$ cat src/rtl/oahs_pkg.sv
// ----------------------------------------------------------------------------
// oahs_pkg
// Shared types, codes and constants of the open-addressing hash set.
// ----------------------------------------------------------------------------
package oahs_pkg;

  // default table geometry
  localparam int SLOTS_LOG2_DEFAULT = 12;
  localparam int VALUE_BITS_DEFAULT = 32;

  // fixed field widths of the item and result beats
  localparam int KEY_W   = 32;
  localparam int SLOT_W  = 12;
  localparam int DATA_W  = 32;
  localparam int COUNT_W = 13;
  localparam int TSL_W   = 4;

  // table size register limits
  localparam logic [TSL_W-1:0] TSL_MIN   = 4'd8;
  localparam logic [TSL_W-1:0] TSL_RESET = 4'd8;

  // constant or-ed into the probe step, keeps the step odd
  localparam logic [KEY_W-1:0] STEP_OR = 32'h0101_0101;

  typedef enum logic [1:0] {
    OP_LOOKUP = 2'd0,
    OP_GET    = 2'd1,
    OP_DELETE = 2'd2,
    OP_WRITE  = 2'd3
  } op_t;

  typedef enum logic [2:0] {
    ST_FOUND     = 3'd0,
    ST_INSERTED  = 3'd1,
    ST_NOT_FOUND = 3'd2,
    ST_FULL      = 3'd3,
    ST_DONE      = 3'd4,
    ST_BAD_SLOT  = 3'd5
  } status_t;

  typedef enum logic [1:0] {
    SLOT_EMPTY = 2'd0,
    SLOT_LIVE  = 2'd1,
    SLOT_TOMB  = 2'd2
  } slot_state_t;

  typedef enum logic [1:0] {
    S_CLEAR,
    S_IDLE,
    S_PROBE,
    S_SLOT
  } fsm_state_t;

  typedef struct packed {
    op_t               op;
    logic [KEY_W-1:0]  key;
    logic [SLOT_W-1:0] slot;
    logic [DATA_W-1:0] value_in;
  } item_t;

  typedef struct packed {
    status_t            status;
    logic [SLOT_W-1:0]  slot_out;
    logic [DATA_W-1:0]  value_out;
    logic [COUNT_W-1:0] entry_count;
  } result_t;

  // controller to datapath
  typedef struct packed {
    logic    accept;
    logic    clr_start;
    logic    clr_step;
    logic    probe_next;
    logic    wr_insert;
    logic    wr_delete;
    logic    wr_value;
    logic    emit;
    status_t res_status;
  } ctrl_cmd_t;

  // datapath to controller
  typedef struct packed {
    op_t         op;
    op_t         item_op;     // op of the beat on the input ports
    slot_state_t rd_state;
    logic        key_match;
    logic        probe_last;
    logic        over_half;
    logic        have_tomb;
    logic        slot_ok;
    logic        clr_last;
    logic        live_zero;
  } ctrl_status_t;

endpackage

$ cat src/rtl/oahs_ctrl.sv
// ----------------------------------------------------------------------------
// oahs_ctrl
// Sequencer of the hash set: clearing pass, probe loop, slot operations.
// ----------------------------------------------------------------------------
module oahs_ctrl (
  input  logic                  clk,
  input  logic                  rst,
  input  logic                  start,
  input  logic                  cfg_wr_en,
  input  oahs_pkg::ctrl_status_t sts,
  output oahs_pkg::ctrl_cmd_t    cmd,
  output logic                  busy
);

  oahs_pkg::fsm_state_t state;
  oahs_pkg::fsm_state_t state_next;

  // state register
  always_ff @(posedge clk) begin
    if (rst) begin
      state <= oahs_pkg::S_CLEAR;
    end else begin
      state <= state_next;
    end
  end

  // next state
  always_comb begin
    state_next = state;
    unique case (state)
      oahs_pkg::S_CLEAR: begin
        if (sts.clr_last) state_next = oahs_pkg::S_IDLE;
      end
      oahs_pkg::S_IDLE: begin
        if (start) begin
          if (sts.item_op == oahs_pkg::OP_DELETE || sts.item_op == oahs_pkg::OP_WRITE) begin
            state_next = oahs_pkg::S_SLOT;
          end else begin
            state_next = oahs_pkg::S_PROBE;
          end
        end
      end
      oahs_pkg::S_PROBE: begin
        if (!cmd.probe_next) state_next = oahs_pkg::S_IDLE;
      end
      oahs_pkg::S_SLOT: begin
        state_next = oahs_pkg::S_IDLE;
      end
      default: state_next = oahs_pkg::S_CLEAR;
    endcase
    // accepted size write restarts the clearing pass
    if (cmd.clr_start) state_next = oahs_pkg::S_CLEAR;
  end

  // command outputs
  always_comb begin
    cmd.accept     = 1'b0;
    cmd.clr_start  = cfg_wr_en && sts.live_zero;
    cmd.clr_step   = 1'b0;
    cmd.probe_next = 1'b0;
    cmd.wr_insert  = 1'b0;
    cmd.wr_delete  = 1'b0;
    cmd.wr_value   = 1'b0;
    cmd.emit       = 1'b0;
    cmd.res_status = oahs_pkg::ST_FOUND;
    unique case (state)
      oahs_pkg::S_CLEAR: begin
        cmd.clr_step = 1'b1;
      end
      oahs_pkg::S_IDLE: begin
        cmd.accept = start && !cmd.clr_start;
      end
      oahs_pkg::S_PROBE: begin
        if (sts.rd_state == oahs_pkg::SLOT_LIVE && sts.key_match) begin
          // key hit
          cmd.emit       = 1'b1;
          cmd.res_status = oahs_pkg::ST_FOUND;
        end else if (sts.rd_state == oahs_pkg::SLOT_EMPTY || sts.probe_last) begin
          // probe sequence ended without a hit
          cmd.emit = 1'b1;
          if (sts.op == oahs_pkg::OP_LOOKUP) begin
            cmd.res_status = oahs_pkg::ST_NOT_FOUND;
          end else if (sts.over_half ||
                       (sts.rd_state != oahs_pkg::SLOT_EMPTY && !sts.have_tomb)) begin
            cmd.res_status = oahs_pkg::ST_FULL;
          end else begin
            cmd.wr_insert  = 1'b1;
            cmd.res_status = oahs_pkg::ST_INSERTED;
          end
        end else begin
          cmd.probe_next = 1'b1;
        end
      end
      oahs_pkg::S_SLOT: begin
        cmd.emit = 1'b1;
        if (!sts.slot_ok || sts.rd_state != oahs_pkg::SLOT_LIVE) begin
          cmd.res_status = oahs_pkg::ST_BAD_SLOT;
        end else begin
          cmd.res_status = oahs_pkg::ST_DONE;
          cmd.wr_delete  = (sts.op == oahs_pkg::OP_DELETE);
          cmd.wr_value   = (sts.op != oahs_pkg::OP_DELETE);
        end
      end
      default: ;
    endcase
  end

  // an accepted size write blocks the input in its own cycle too
  assign busy = (state != oahs_pkg::S_IDLE) || cmd.clr_start;

  // accepted item always enters a probe or slot step
  a_accept_enters_work: assert property (@(posedge clk) disable iff (rst)
    cmd.accept |=> (state == oahs_pkg::S_PROBE || state == oahs_pkg::S_SLOT))
    else $error("accepted item did not start work");

  // a result frees the block for the next item
  a_emit_returns_idle: assert property (@(posedge clk) disable iff (rst)
    (cmd.emit && !cmd.clr_start) |=> state == oahs_pkg::S_IDLE)
    else $error("block not idle after result");

  // no table update or result during the clearing pass
  a_clear_quiet: assert property (@(posedge clk) disable iff (rst)
    (state == oahs_pkg::S_CLEAR) |->
      !(cmd.wr_insert || cmd.wr_delete || cmd.wr_value || cmd.emit || cmd.accept))
    else $error("activity during clearing pass");

endmodule

$ cat config.mk
export PLATFORM = sky130hd
export DESIGN_NAME = oahs_ctrl
export DESIGN_NICKNAME = d
export VERILOG_FILES = /design/src/rtl/oahs_pkg.sv /design/src/rtl/oahs_ctrl.sv
export SDC_FILE = /design/constraint.sdc
export NUM_CORES = 1
export LEC_CHECK = 0
export BUFFER_PORTS_ARGS = -buffer_cell sky130_fd_sc_hd__buf_2
export CORE_AREA = 2 2 39 41
export DETAILED_ROUTE_END_ITERATION = 16
export DIE_AREA = 0 0 41 43
export PLACE_DENSITY = 0.49
export SLEW_MARGIN = 30
export SYNTH_ARGS = -nofsm -noshare
export SYNTH_HDL_FRONTEND = slang
export SYNTH_SLANG_ARGS = --single-unit
$ cat constraint.sdc
create_clock -name clk -period 2.25 [get_ports clk]
set_input_delay 0 -clock clk [delete_from_list [all_inputs] [get_ports clk]]
set_output_delay 0 -clock clk [all_outputs]
set_load 0.03 [all_outputs]
==> flow_summary_export.csv <==
group,metric,value,unit
critical_path,worstSetupPathType,"reg -> out",
timing,setup_viol,0,
clock_tree,cts_setup_buffers,0,
clock_tree,clock_path_buffers,2,
placed_design,dp_slack,1118,ps
critical_path,cpPeakStageDelay,340,ps
timing,period_minus_slack,1350,ps
clock_tree,clk_pin_slew,30,ps
synth,synth-main-ff-cell,"dfxtp_1",
route,routed_wl,748,um
route,via_count,356,
timing,slew_headroom,0.8270,
global_routing,track_usage,0.09218,
critical_path,cp.arrival,1350,ps
placed_design,dpl.hpwl,630.2,um
timing,fmax,740.8,MHz
floorplan,ioPinCount,29,
timing,tightest_slew,259.5,ps
cells_and_area,area_delta_synth_final,71.72,%
clock_tree,tritoncts,"yes",
synth,ys_ff_latch,2,
cells_and_area,largest_reg_flops,2,
synth,synth_seq_area_share,0.1616,
critical_path,end_kind,"primary output",
critical_path,cp_cell_sequence,"nand2b_2 -> o32ai_1 -> buf_2",
clock_tree,clk-insertion-delay-late,220,ps
synth,synth_cell_types,19,
power_and_ir_drop,power_density,415.5,nW/um^2
global_routing,grt_max_degree,9,
synth,syn_nets,53,
power_and_ir_drop,clock_power_share,0.442,
status,status,"finished clean",
power_and_ir_drop,p_sw_frac,0.3182,
timing,hold_viol_final,0,
job,cap_violations,0,
power_and_ir_drop,peakVddDrop,0.1795,mV
synth,syn_area_per_cell,6.882,um^2
synth,yosysTopAreaCellShare,0.1616,
timing,whs,39.31,ps
synth,yosys_warnings,0,
cells_and_area,fin_util,0.3074,
synth,synthArstFlopShare,0,
floorplan,coreArea,1384,um^2
cells_and_area,n_antenna_cell,0,
route,vias_per_cell,4.341,
floorplan,die_x,41,um
synth,yosys.area.top_type,"dfxtp_1",
floorplan,rows,14,
timing,finalSetupTns,0,ps
floorplan,die_height,43,um
power_and_ir_drop,power_frac_seq,0.232,
cells_and_area,drive_gt1_frac,0.4848,
critical_path,cp.required,2250,ps
cells_and_area,top_regs,"state: 2 flops",
floorplan,dieArea,1763,um^2
synth,synth_cells,36,
timing,skew,0.2269,ps
floorplan,initial_utilization,0.1790,
cells_and_area,nets,85,
timing,rsz0062_at_grt,"no",
timing,report.final.slew_viol_count,0,
placed_design,numPortBuffers,27,
clock_tree,cts_hold_repair.buffers,0,
timing,layout_setup_ws,900.2,ps
global_routing,grt_pass1_wl,1117,um
route,antenna_left,0,
route,first_pass_iters,4,
clock_tree,cts_resized,0,
clock_tree,cts-root-buf,"clkbuf_4",
clock_tree,h-tree-depth,1,
global_routing,grt_antenna_before_repair,0,
power_and_ir_drop,p_comb_frac,0.326,
route,drt-initial-drc-count,3,
global_routing,grt_overflow,0,
critical_path,worstPathMaxFanout,6,
timing,period_share,0.5999,
placed_design,placed_area,402.9,um^2
power_and_ir_drop,cellLeakagePower,0.2298,nW
critical_path,start_kind,"register",
critical_path,critPathSlowestCell,"dfxtp_1",
clock_tree,numCtsBuffers,3,
synth,synth_edf_count,0,
route,wire_per_inst,9.122,um
cells_and_area,regMostFlops,"state",
synth,synth_area_leaders,"dfxtp_1, nor3b_1, a211oi_4",
clock_tree,cts_sinks,2,
synth,synth_common_cells,"inv_1, nor2_1, a21oi_1",
route,drc,0,
worst_hold_path,min_path_type,"in -> reg",
power_and_ir_drop,power.internal,0.1205,mW
critical_path,cp_top_family,"flip-flops",
power_and_ir_drop,p_sw,0.05624,mW
cells_and_area,stdcell_area,425.4,um^2
placed_design,globalplace.congestion,0.6794,
global_routing,grt_pass1_vias,320,
synth,synth_area,247.7,um^2
critical_path,crit_buf_inv,1,
==> tightest hold or removal path, stage by stage <==
cell     delay, ps
buf_2           70
a21oi_1         40
o21a_1          90
==> path summary, 6_finish.rpt <==
check / startpoint / slack (ps) / cells after the start / end
hold reg to reg: state[0]$_SDFFE_PP0P_ / 670 / 2 / state[0]$_SDFFE_PP0P_
setup reg to reg: state[0]$_SDFFE_PP0P_ / 1190 / 3 / state[0]$_SDFFE_PP0P_
hold / removal: rst / 40 / 3 / state[1]$_SDFFE_PP0P_
setup / recovery: state[0]$_SDFFE_PP0P_ / 900 / 3 / cmd[0]
==> cell type report <==
| class | count | area [um^2] |
|---|---|---|
| clock buffers | 3 | 22.52 |
| flip-flops and latches | 2 | 40.04 |
| multi-input cells | 29 | 188.9 |
| fillers | 157 | 958.4 |
| repair buffers | 27 | 135.1 |
| well taps | 16 | 20.02 |
| inverters | 5 | 18.77 |
==> routing by layer <==
metal,part of all wire,global-route usage,routed length [um],up-vias
met2,0.49,0.1656,364,14
li1,-,-,-,191
met1,0.41,0.08626,310,151
met4,0,0.04000,0,0
met3,0.098,0.03141,73,0
met5,0,0,0,-
==> stage by stage <==
| step | cells | power, mW |
|---|---|---|
| floorplan | 36 | 0.07422 |
| global placement | 79 | 0.09943 |
| detailed placement | 79 | 0.09963 |
| CTS | 82 | 0.1833 |
| global route | 82 | 0.1917 |
| finish | 82 | 0.1768 |
==> power groups by stage <==
stage / Clock (mW) / Combinational, mW / Sequential, mW
finish: 0.0781 / 0.0576 / 0.0410
global route: 0.0871 / 0.0632 / 0.0414
CTS: 0.0839 / 0.0584 / 0.0410
detailed placement: 0 / 0.0582 / 0.0415
global placement: 0 / 0.0580 / 0.0414
floorplan: 0 / 0.0336 / 0.0406
==> placed cells by master, fill, tap and decap left out <==
cell type | synthesis | routed
a211oi_4 | 1 | 1
a21boi_0 | 1 | 1
a21oi_1 | 4 | 4
and2_1 | 1 | 1
and3b_1 | 1 | 1
buf_2 | 0 | 27
clkbuf_4 | 0 | 3
dfxtp_1 | 2 | 2
inv_1 | 5 | 5
nand2_1 | 2 | 2
nand2b_1 | 2 | 2
nand2b_2 | 1 | 1
nand3b_1 | 1 | 1
nor2_1 | 5 | 5
nor3_1 | 2 | 2
nor3b_1 | 3 | 3
o21a_1 | 1 | 1
o221ai_1 | 1 | 1
o31ai_1 | 1 | 1
o32ai_1 | 1 | 1
or3_1 | 1 | 1
==> cells by family after synthesis <==
kind of cell,Yosys count,synth area share
simple gates,19,0.4395
compound gates,10,0.3233
buf+inv,5,0.07577
flops,2,0.1616
No activity file was read; power rests on OpenSTA's default activity.
